<file path="config.mk">
export PLATFORM = sky130hd
export DESIGN_NAME = ordered_list_insert_remove
export DESIGN_NICKNAME = d
export VERILOG_FILES = /design/src/hw/rtl/olir_pkg.sv /design/src/hw/rtl/olir_mem.sv /design/src/hw/rtl/olir_seq.sv /design/src/hw/rtl/ordered_list_insert_remove.sv
export SDC_FILE = /design/constraint.sdc
export NUM_CORES = 1
export LEC_CHECK = 0
export ABC_AREA = 1
export BUFFER_PORTS_ARGS = -buffer_cell sky130_fd_sc_hd__buf_4
export CAP_MARGIN = 20
export CORE_MARGIN = 1.5
export CORE_UTILIZATION = 55
export CTS_BUF_LIST = sky130_fd_sc_hd__clkbuf_16
export DETAILED_ROUTE_END_ITERATION = 8
export PLACE_DENSITY = 0.82
export SETUP_SLACK_MARGIN = 0.5
export SYNTH_ARGS = -nofsm -noshare
export SYNTH_HDL_FRONTEND = slang
export SYNTH_SLANG_ARGS = --single-unit
</file>
<file path="constraint.sdc">
create_clock -name clk -period 8.09 [get_ports clk]
set_clock_uncertainty 0.1 [all_clocks]
set_input_delay 0.809 -clock clk [delete_from_list [all_inputs] [get_ports clk]]
set_output_delay 0.809 -clock clk [all_outputs]
set_load 0.02 [all_outputs]
</file>
<file path="src/hw/rtl/olir_pkg.sv">
// ----------------------------------------------------------------------------
// olir_pkg: shared definitions for the ordered list
// Command codes, result status codes, fixed field widths and defaults.
// ----------------------------------------------------------------------------
package olir_pkg;

  localparam int CAPACITY_DEFAULT    = 16;
  localparam int VALUE_WIDTH_DEFAULT = 32;

  localparam int CmdW   = 2;
  localparam int ItemW  = 32;
  localparam int CountW = 5;

  localparam logic [CmdW-1:0] CMD_INSERT = 2'd0;
  localparam logic [CmdW-1:0] CMD_REMOVE = 2'd1;
  localparam logic [CmdW-1:0] CMD_LIST   = 2'd2;

  typedef enum logic [2:0] {
    ST_INSERTED  = 3'd0,
    ST_REMOVED   = 3'd1,
    ST_NOT_FOUND = 3'd2,
    ST_EMPTY     = 3'd3,
    ST_FULL      = 3'd4,
    ST_LISTED    = 3'd5
  } status_t;

endpackage

</file>
<file path="src/hw/rtl/olir_mem.sv">
// ----------------------------------------------------------------------------
// olir_mem: entry storage
// Single write port, single read port, read data registered.
// The read data register holds its value while no read is issued.
// ----------------------------------------------------------------------------
module olir_mem #(
  parameter int DEPTH = 16,
  parameter int WIDTH = 32
) (
  input  logic                                   clk,
  input  logic                                   wr_en,
  input  logic [(DEPTH > 1 ? $clog2(DEPTH) : 1)-1:0] wr_addr,
  input  logic [WIDTH-1:0]                       wr_data,
  input  logic                                   rd_en,
  input  logic [(DEPTH > 1 ? $clog2(DEPTH) : 1)-1:0] rd_addr,
  output logic [WIDTH-1:0]                       rd_data
);

  logic [WIDTH-1:0] mem [DEPTH];

  always_ff @(posedge clk) begin
    if (wr_en) begin
      mem[wr_addr] <= wr_data;
    end
  end

  always_ff @(posedge clk) begin
    if (rd_en) begin
      rd_data <= mem[rd_addr];
    end
  end

endmodule

</file>
<file path="src/hw/rtl/olir_seq.sv">
// ----------------------------------------------------------------------------
// olir_seq: list sequencer
// Runs insert, remove (scan and close the gap in one pass) and list walks
// against the entry memory, and owns the result register.
// ----------------------------------------------------------------------------
module olir_seq #(
  parameter int CAPACITY    = 16,
  parameter int VALUE_WIDTH = 32
) (
  input  logic                                       clk,
  input  logic                                       rst,
  input  logic                                       req_valid,
  output logic                                       req_stall,
  input  logic [olir_pkg::CmdW-1:0]                  command,
  input  logic signed [olir_pkg::ItemW-1:0]          operand_value,
  output logic                                       rsp_valid,
  input  logic                                       rsp_stall,
  output olir_pkg::status_t                          status,
  output logic signed [olir_pkg::ItemW-1:0]          item_value,
  output logic                                       last_of_run,
  output logic signed [olir_pkg::ItemW-1:0]          head_value,
  output logic                                       is_empty,
  output logic [olir_pkg::CountW-1:0]                entry_count,
  output logic                                       mem_wr_en,
  output logic [(CAPACITY > 1 ? $clog2(CAPACITY) : 1)-1:0] mem_wr_addr,
  output logic [VALUE_WIDTH-1:0]                     mem_wr_data,
  output logic                                       mem_rd_en,
  output logic [(CAPACITY > 1 ? $clog2(CAPACITY) : 1)-1:0] mem_rd_addr,
  input  logic [VALUE_WIDTH-1:0]                     mem_rd_data
);
  import olir_pkg::*;

  localparam int AddrW = (CAPACITY > 1) ? $clog2(CAPACITY) : 1;
  localparam int CntW  = $clog2(CAPACITY + 1);
  localparam int ExtW  = (VALUE_WIDTH > ItemW) ? VALUE_WIDTH : ItemW;

  typedef enum logic [1:0] {S_IDLE, S_REM, S_LIST, S_EMIT} state_t;

  state_t                 state;
  logic [CntW-1:0]        count;
  logic [VALUE_WIDTH-1:0] head;
  logic [VALUE_WIDTH-1:0] val;
  logic [AddrW-1:0]       dk;       // index of the entry now in the read register
  logic                   found;
  logic [VALUE_WIDTH-1:0] gone;
  status_t                res_status;
  logic [ItemW-1:0]       res_item;

  logic [ExtW-1:0]        opnd_ext;
  logic [VALUE_WIDTH-1:0] val_in;
  logic                   slot_free;
  logic                   at_last;
  logic                   hit;
  logic                   full;
  logic                   cnt_zero;

  function automatic logic [ItemW-1:0] to_item(input logic [VALUE_WIDTH-1:0] x);
    logic [ExtW-1:0] e;
    e = ExtW'(x);
    return e[ItemW-1:0];
  endfunction

  assign opnd_ext  = ExtW'($unsigned(operand_value));
  assign val_in    = opnd_ext[VALUE_WIDTH-1:0];
  assign slot_free = !rsp_valid || !rsp_stall;
  assign at_last   = (CntW'(dk) + CntW'(1)) == count;
  assign hit       = !found && (mem_rd_data == val);
  assign full      = (count == CntW'(CAPACITY));
  assign cnt_zero  = (count == '0);
  assign req_stall = (state != S_IDLE);

  always_comb begin
    mem_wr_en   = 1'b0;
    mem_wr_addr = AddrW'(count);
    mem_wr_data = val_in;
    mem_rd_en   = 1'b0;
    mem_rd_addr = dk + AddrW'(1);
    unique case (state)
      S_IDLE: begin
        mem_rd_addr = '0;
        if (req_valid) begin
          if (command == CMD_INSERT && !full) begin
            mem_wr_en = 1'b1;
          end
          if ((command == CMD_REMOVE || command == CMD_LIST) && !cnt_zero) begin
            mem_rd_en = 1'b1;
          end
        end
      end
      S_REM: begin
        mem_rd_en = !at_last;
        // entries behind the match move down by one
        if (found) begin
          mem_wr_en   = 1'b1;
          mem_wr_addr = dk - AddrW'(1);
          mem_wr_data = mem_rd_data;
        end
      end
      S_LIST: begin
        mem_rd_en = slot_free && !at_last;
      end
      S_EMIT: begin
      end
      default: begin
      end
    endcase
  end

  always_ff @(posedge clk) begin
    if (rst) begin
      state     <= S_IDLE;
      count     <= '0;
      rsp_valid <= 1'b0;
      found     <= 1'b0;
    end else begin
      if (rsp_valid && !rsp_stall) begin
        rsp_valid <= 1'b0;
      end
      unique case (state)
        S_IDLE: begin
          if (req_valid) begin
            val   <= val_in;
            dk    <= '0;
            found <= 1'b0;
            case (command)
              CMD_INSERT: begin
                res_item <= to_item(val_in);
                state    <= S_EMIT;
                if (full) begin
                  res_status <= ST_FULL;
                end else begin
                  res_status <= ST_INSERTED;
                  count      <= count + CntW'(1);
                  if (cnt_zero) begin
                    head <= val_in;
                  end
                end
              end
              CMD_REMOVE: begin
                if (cnt_zero) begin
                  res_status <= ST_EMPTY;
                  res_item   <= to_item(val_in);
                  state      <= S_EMIT;
                end else begin
                  state <= S_REM;
                end
              end
              CMD_LIST: begin
                if (cnt_zero) begin
                  res_status <= ST_EMPTY;
                  res_item   <= '0;
                  state      <= S_EMIT;
                end else begin
                  state <= S_LIST;
                end
              end
              default: begin
              end
            endcase
          end
        end
        S_REM: begin
          if (hit) begin
            found <= 1'b1;
            gone  <= mem_rd_data;
          end
          // removing the head: the next entry becomes the head
          if (found && dk == AddrW'(1)) begin
            head <= mem_rd_data;
          end
          if (at_last) begin
            state <= S_EMIT;
            if (found || hit) begin
              res_status <= ST_REMOVED;
              res_item   <= to_item(found ? gone : mem_rd_data);
              count      <= count - CntW'(1);
            end else begin
              res_status <= ST_NOT_FOUND;
              res_item   <= to_item(val);
            end
          end else begin
            dk <= dk + AddrW'(1);
          end
        end
        S_LIST: begin
          if (slot_free) begin
            rsp_valid   <= 1'b1;
            status      <= ST_LISTED;
            item_value  <= to_item(mem_rd_data);
            last_of_run <= at_last;
            head_value  <= to_item(head);
            is_empty    <= 1'b0;
            entry_count <= CountW'(count);
            if (at_last) begin
              state <= S_IDLE;
            end else begin
              dk <= dk + AddrW'(1);
            end
          end
        end
        S_EMIT: begin
          if (slot_free) begin
            rsp_valid   <= 1'b1;
            status      <= res_status;
            item_value  <= res_item;
            last_of_run <= 1'b1;
            head_value  <= cnt_zero ? '0 : to_item(head);
            is_empty    <= cnt_zero;
            entry_count <= CountW'(count);
            state       <= S_IDLE;
          end
        end
        default: begin
          state <= S_IDLE;
        end
      endcase
    end
  end

endmodule

</file>
<file path="src/hw/rtl/ordered_list_insert_remove.sv">
// Sequence: insert writes the tail entry unless full, then reports from S_EMIT; remove
// scans the stored entries in S_REM, then reports from S_EMIT; list emits one entry per
// cycle from S_LIST while results are taken. One item at a time; remove and list walk
// the entry memory one read per cycle, list only while results are taken. An unused command code is ignored.
// Reset: rst clears the entry count, sequencer state and result valid; entries are not
// cleared, they are only read below the count.
// ----------------------------------------------------------------------------
// ordered_list_insert_remove: bounded ordered list
// Insert at tail, remove first match with order kept, list head to tail.
// ----------------------------------------------------------------------------
module ordered_list_insert_remove #(
  parameter int CAPACITY    = olir_pkg::CAPACITY_DEFAULT,
  parameter int VALUE_WIDTH = olir_pkg::VALUE_WIDTH_DEFAULT
) (
  input  logic                              clk,
  input  logic                              rst,
  input  logic                              req_valid,
  output logic                              req_stall,
  input  logic [olir_pkg::CmdW-1:0]         command,
  input  logic signed [olir_pkg::ItemW-1:0] operand_value,
  output logic                              rsp_valid,
  input  logic                              rsp_stall,
  output olir_pkg::status_t                 status,
  output logic signed [olir_pkg::ItemW-1:0] item_value,
  output logic                              last_of_run,
  output logic signed [olir_pkg::ItemW-1:0] head_value,
  output logic                              is_empty,
  output logic [olir_pkg::CountW-1:0]       entry_count
);
  import olir_pkg::*;

  localparam int AddrW = (CAPACITY > 1) ? $clog2(CAPACITY) : 1;

  logic                   mem_wr_en;
  logic [AddrW-1:0]       mem_wr_addr;
  logic [VALUE_WIDTH-1:0] mem_wr_data;
  logic                   mem_rd_en;
  logic [AddrW-1:0]       mem_rd_addr;
  logic [VALUE_WIDTH-1:0] mem_rd_data;

  olir_mem #(
    .DEPTH (CAPACITY),
    .WIDTH (VALUE_WIDTH)
  ) u_mem (
    .clk     (clk),
    .wr_en   (mem_wr_en),
    .wr_addr (mem_wr_addr),
    .wr_data (mem_wr_data),
    .rd_en   (mem_rd_en),
    .rd_addr (mem_rd_addr),
    .rd_data (mem_rd_data)
  );

  olir_seq #(
    .CAPACITY    (CAPACITY),
    .VALUE_WIDTH (VALUE_WIDTH)
  ) u_seq (
    .clk           (clk),
    .rst           (rst),
    .req_valid     (req_valid),
    .req_stall     (req_stall),
    .command       (command),
    .operand_value (operand_value),
    .rsp_valid     (rsp_valid),
    .rsp_stall     (rsp_stall),
    .status        (status),
    .item_value    (item_value),
    .last_of_run   (last_of_run),
    .head_value    (head_value),
    .is_empty      (is_empty),
    .entry_count   (entry_count),
    .mem_wr_en     (mem_wr_en),
    .mem_wr_addr   (mem_wr_addr),
    .mem_wr_data   (mem_wr_data),
    .mem_rd_en     (mem_rd_en),
    .mem_rd_addr   (mem_rd_addr),
    .mem_rd_data   (mem_rd_data)
  );

`ifndef NO_ASSERTIONS
  a_busy_after_accept: assert property (@(posedge clk) disable iff (rst)
    req_valid && !req_stall &&
    (command == CMD_INSERT || command == CMD_REMOVE || command == CMD_LIST)
    |=> req_stall)
    else $error("valid command accepted but sequencer stayed idle");

  a_empty_fields: assert property (@(posedge clk) disable iff (rst)
    rsp_valid && is_empty |-> entry_count == '0 && head_value == '0)
    else $error("empty result with nonzero count or head");

  a_insert_nonempty: assert property (@(posedge clk) disable iff (rst)
    rsp_valid && status == ST_INSERTED |-> !is_empty)
    else $error("insert result reports empty list");

  a_single_last: assert property (@(posedge clk) disable iff (rst)
    rsp_valid && status != ST_LISTED |-> last_of_run)
    else $error("single result not marked last");
`endif

endmodule
</file>
=== After elaboration in Yosys (flattened, before gate mapping) ===
Memories as Yosys holds them, arrays and structs flattened. A register that Yosys moved wholly into a read port is not among the register bits.
Index checks and enable logic that the tools add are counted.

* Bits in registers: 218
* RAM bits: 512
* Bits of input ports: 38
* Output and inout bits: 76
* Word-level logic and storage cells: 158
* Memories kept: 1

{| class="wikitable"
|+ Memory list
! memory !! depth !! bits a word !! rd ports !! clocked after memory_dff !! wr ports !! RTL line !! RTL
|-
| u_mem.mem || 16 || 32 || 1 || 1 || 1 || olir_mem.sv:19 || <nowiki>logic [WIDTH-1:0] mem [DEPTH];</nowiki>
|}

* Add/sub/neg operators: 5
* Equality and inequality tests: 25
* Multiplexer cells: 75
* Bitwise operators: 1
* Reductions and logical operators: 35

{| class="wikitable"
|+ Operators by type and width
! kind !! number
|-
| 32-bit two-way mux || 17
|-
| 32-bit case mux with 2 select lines || 4
|-
| 32-bit case mux with 3 select lines || 1
|-
| 32-bit == test || 1
|-
| 5-bit two-way mux || 5
|-
| 4-bit two-way mux || 6
|-
| 3-bit two-way mux || 6
|-
| 2-bit by 1-bit != test with 1-bit output, second input constant || 9
|-
| 3-bit case mux with 2 select lines || 3
|-
| 6-bit AND reduction || 3
|-
| 1-bit two-way mux || 17
|-
| 2-bit two-way mux || 7
|-
| 7-bit AND reduction || 2
|-
| 3-bit by 2-bit != test with 1-bit output, second input constant || 4
|-
| 4-bit case mux with 3 select lines || 1
|-
| 3-bit AND reduction || 4
|-
| 5-bit case mux with 2 select lines || 1
|-
| 1-bit case mux with 2 select lines || 4
|-
| 2-bit case mux with 4 select lines || 1
|-
| 4-bit AND reduction || 2
|-
| 2-bit == test, second input constant || 3
|-
| 1-bit logical AND || 6
|-
| 1-bit logical NOT || 6
|-
| 2-bit case mux with 3 select lines || 1
|-
| 19 further kinds || 27
|}

=== Longest topological paths before layout ===
* Depth in word-level cells: 8
* Gate-level depth with buffers: 20
* Mapped depth without buffers: 16

=== Hierarchy ===
Synthesis repeated with hierarchy kept, for this count alone.

* Cell total of the unflattened synthesis: 3152
* Area total of the unflattened synthesis: 33400.8 µm²

{| class="wikitable"
|+ By module, submodules not included
! module !! times used !! cells each !! area each (µm²) !! sequential area each (µm²)
|-
| olir_mem || 1 || 2122 || 23059.6 || 16335.7
|-
| olir_seq || 1 || 1030 || 10341.2 || 6456.2
|}

=== Least setup slack after synthesis ===
OpenSTA, ideal clock, no wires.

* Path type: register to register
* From: register u_seq.state[0]
* To: register u_seq.head_value[0] (netlist bit), enable pin
* Data arrival time: 5.757 ns
* Data required time: 7.409 ns
* Setup slack: 1.652 ns
* Stages on the path, launching flop included: 6
* Cells stage by stage: dfxtp_1 > ha_1 > clkbuf_1 > clkbuf_1 > nor2_1 > nor3_1

* Longest elaborated chain between the ends: 3
* Elaborated cells on any way between the ends: 6
* Those cells by class: 4 x eq/ne; 2 x reduce/logical

{| class="wikitable"
|+ Ends and longest elaborated chain
! element !! RTL line !! RTL
|-
| from (decl) || olir_seq.sv:39 || <nowiki>state_t state;</nowiki>
|-
| from (signal assigned) || olir_seq.sv:111 || <nowiki>state <= S_IDLE;</nowiki>
|-
| from (signal assigned) || olir_seq.sv:128 || <nowiki>state <= S_EMIT;</nowiki>
|-
| from (signal assigned) || olir_seq.sv:143 || <nowiki>state <= S_EMIT;</nowiki>
|-
| 2-bit == test || olir_seq.sv:119 || <nowiki>unique case (state)</nowiki>
|-
| 2-bit by 1-bit != test with 1-bit output (no line) or 2-bit nonzero test (tied branches) || - ||
|-
| 4-bit AND reduction (no line) * || - ||
|-
| to (signal assigned) || olir_seq.sv:191 || <nowiki>head_value <= to_item(head);</nowiki>
|-
| to (signal assigned) || olir_seq.sv:207 || <nowiki>head_value <= cnt_zero ? '0 : to_item(head);</nowiki>
|-
| to (decl) || olir_seq.sv:21 || <nowiki>output logic signed [olir_pkg::ItemW-1:0] head_value,</nowiki>
|}

Mark *: on every way between the ends. The rest lies on a longest branch, timed or not.
A chain may end at the register's enable or synchronous reset.

=== Final worst setup path ===
* From: register u_seq.dk[0]
* To: memory u_mem.mem[5][4], enable pin

* Longest elaborated chain between the ends: 3

{| class="wikitable"
|+ Ends and longest elaborated chain
! element !! RTL line !! RTL
|-
| from (decl) || olir_seq.sv:43 || <nowiki>logic [AddrW-1:0] dk;</nowiki>
|-
| from (signal assigned) || olir_seq.sv:182 || <nowiki>dk <= dk + AddrW'(1);</nowiki>
|-
| from (signal assigned) || olir_seq.sv:197 || <nowiki>dk <= dk + AddrW'(1);</nowiki>
|-
| 4-bit by 1-bit subtractor with 4-bit output || olir_seq.sv:95 || <nowiki>mem_wr_addr = dk - AddrW'(1);</nowiki>
|-
| 4-bit two-way mux || olir_seq.sv:93 || <nowiki>if (found) begin</nowiki>
|-
| 4-bit two-way mux || olir_seq.sv:78 || <nowiki>unique case (state)</nowiki>
|-
| to (decl) || olir_mem.sv:19 ||
|}

Every way passes these cells.

==> impl_metrics.tcl <==
set metrics [dict create \
    viasPerCell 6.16 \
    peakVddDrop_uv 348 \
    yosysWarnings 0 \
    gp_congestion 0.879 \
    yosysUniqueCellTypes 43 \
    rsz0062_at_grt "no" \
    htree_levels 3 \
    cts_max_path_buffers 3 \
    cts.sinks 762 \
    globalRouteOverflowTotal 0 \
    syn-cell-area_um2 31400 \
    grt_pass1_wl_mm 109 \
    synth_nets 2382 \
    ys_ff_latch 762 \
    grt_max_degree 254 \
    routedWlPerCell_um 22.1 \
    critPathMaxStageDelay_ns 1.00 \
    floorplan.io_pins 114 \
    ctsHoldBuffers 0 \
    totalWireLength_mm 71.4 \
    dp.cells 3096 \
    tns_ns 0 \
    maxSlewHeadroom 0.255 \
    die_y_um 242 \
    synth_area_per_cell_um2 13.5 \
    worst_setup_path_end_kind "flop" \
    period_needed_ns 4.24 \
    synth-edff-count 753 \
    worst_pin_slew_ns 1.12 \
    register_area_um2 22800 \
    drive_gt1_frac 0.136 \
    cellLeakagePower_nw 11.8 \
    powerDensity_nw_per_um2 340 \
    post_cts_buffers 0 \
    fp.coreArea_um2 56400 \
    die-area_um2 58600 \
    dp_hpwl_mm 42.0 \
    hold_class "in2reg" \
    cts_tree "done" \
    root_buffer "clkbuf_16" \
    area_growth_pct 13.0 \
    setup_viol 0 \
    syn-instance-count 2329 \
    final_min_period_over_clock_period 0.524 \
    grt_usage 0.240 \
    clk_latency_ns 0.61 \
    crit_family "simple AND/OR/NAND/NOR gates" \
    required_ns 8.21 \
    drtPass1Iterations 6 \
    core.rowCount 87 \
    path_clk_slew_ns 0.06 \
    path_class "reg2reg" \
    die_x_um 242 \
    hold_violations 0 \
    cp.arrival_ns 4.36 \
    status "finished clean" \
    maxSlewViolCount 0 \
    antenna_cells 0 \
    async_flop_share 0 \
    grt_pass1_vias 19147 \
    numCtsBuffers 71 \
    post_cts_resized 0 \
    initial_utilization 0.557 \
    fillCellCount 3964 \
    ant_nets 0 \
    path_max_fanout 65 \
    cpMaxStageDelayCell "nor2_4" \
    drc 0 \
    fmaxAchievable_mhz 236 \
    cp.buffers_inverters 3 \
    fin_cells 3233 \
    layout_common_cells "edfxtp_1 (753), nand2_1 (304), o21ai_0 (278)" \
    port_buffers 113 \
    nets 2475 \
    drv_cap 0 \
    num_vias 19910 \
    layout_commonest_cell "edfxtp_1" \
    seq_area_frac_synth 0.725 \
    drt-initial-drc-count 2818 \
    antenna_found_initial 1 \
    crit_chain "buf_4 -> inv_2 -> ha_1 -> inv_1 -> o21ai_0 -> nand3_1 -> nor2_4" \
    synthFlopType "edfxtp_1" \
    cp-start-kind "flop" \
    multi_input_comb_area_um2 7680 \
]
-- sequential cells by signal, indices dropped and copies added, names as in the netlist, 3 cells and up --
signal / count
u_mem.mem: 512
u_seq.head_value: 32
u_seq.item_value: 32
u_seq.status: 3
u_seq.gone: 32
u_seq.dk: 4
u_seq.val: 32
u_seq.res_status: 3
u_seq.count: 5
u_mem.rd_data: 32
u_seq.res_item: 32
u_seq.head: 32
u_seq.entry_count: 5
-- cell type report --
| cell class | count | area share |
|---|---|---|
| Clock buffer | 73 | 0.0515 |
| Sequential cell | 762 | 0.642 |
| Timing Repair Buffer | 173 | 0.0401 |
| Multi-Input combinational cell | 1298 | 0.216 |
| Tap cell | 756 | 0.0266 |
| Inverter | 116 | 0.0124 |
| Clock inverter | 55 | 0.0110 |
-- logic make-up after synthesis --
family,Yosys count,share of synthesized area
compound gates,463,0.0904
xor+xnor,27,0.00753
fa+ha+maj,15,0.00621
buf+inv,269,0.0362
flops,762,0.725
mux,126,0.0401
simple gates,667,0.0941
-- where the power goes --
group / total [W] / switching, W / internal, W
Sequential: 0.00509 / 0.000183 / 0.00491
Combinational: 0.00379 / 0.00267 / 0.00112
Clock: 0.00320 / 0.00140 / 0.00180
-- cells in the mapped netlist (2+ instances only) --
cell type	instances	share of area
edfxtp_1	753	0.72
nand2_1	305	0.036
o21ai_0	282	0.045
nor3_1	135	0.022
mux2i_1	126	0.040
nand3_1	110	0.018
o221ai_1	110	0.031
inv_1	104	0.012
nor2_1	84	0.010
clkbuf_1	80	0.0096
buf_2	44	0.0070
o211ai_1	24	0.0057
xnor2_1	23	0.0064
o22ai_1	15	0.0030
a21oi_1	14	0.0022
buf_4	14	0.0033
ha_1	14	0.0056
buf_1	13	0.0016
inv_2	10	0.0012
nor2_2	10	0.0020
dfxtp_1	9	0.0057
o21ai_1	8	0.0013
nand4_1	6	0.0012
nand2_2	5	0.0010
nand2_4	4	0.0014
nor2_4	4	0.0014
xor2_1	4	0.0011
buf_6	2	0.00072
o311ai_0	2	0.00056
or2_2	2	0.00040
-- routing by layer --
layer  GRT usage  wire length, µm  part of all wire  vias up
li1            -                -                 -     8896
met1       0.335            27600              0.39     9616
met2       0.384            33900              0.48     1247
met3      0.0419             7920              0.11      151
met4      0.0838             1910             0.027        0
met5           0                0                 0        -
-- worst reg2reg max path: cells and delay by family (launching register included) --
family,cells,cell delay (ns)
flops,1,0.34
fa+ha+maj,1,0.43
simple gates,2,1.47
buf+inv,3,1.12
compound gates,1,0.37
-- per-stage QoR --
step	hold WS, ns	setup WS [ns]	util	total power [W]	instance area, µm²
6_report	0.300	3.85	0.630	0.0121	35500
5_1_grt	0.297	3.70	0.630	0.0126	35500
4_1_cts	0.283	3.86	0.627	0.0120	35400
3_5_place_dp	0.374	3.87	0.588	0.00886	33200
3_3_place_gp	0.376	4.02	0.587	0.00872	33100
2_1_floorplan	0.350	1.65	-	0.00770	31400
-- path summary, 6_finish.rpt --
check / to / from / cells after the start / slack (ns)
min reg2reg: u_seq.gone[10] / u_mem.rd_data[10] / 0 / 0.39
min: u_seq.val[18] / operand_value[18] / 1 / 0.30
max reg2reg: u_mem.mem[5][4] / u_seq.dk[0] / 7 / 3.85
max: u_mem.mem[5][4] / u_seq.dk[0] / 7 / 3.85
No activity file was read; power rests on OpenSTA's default activity.
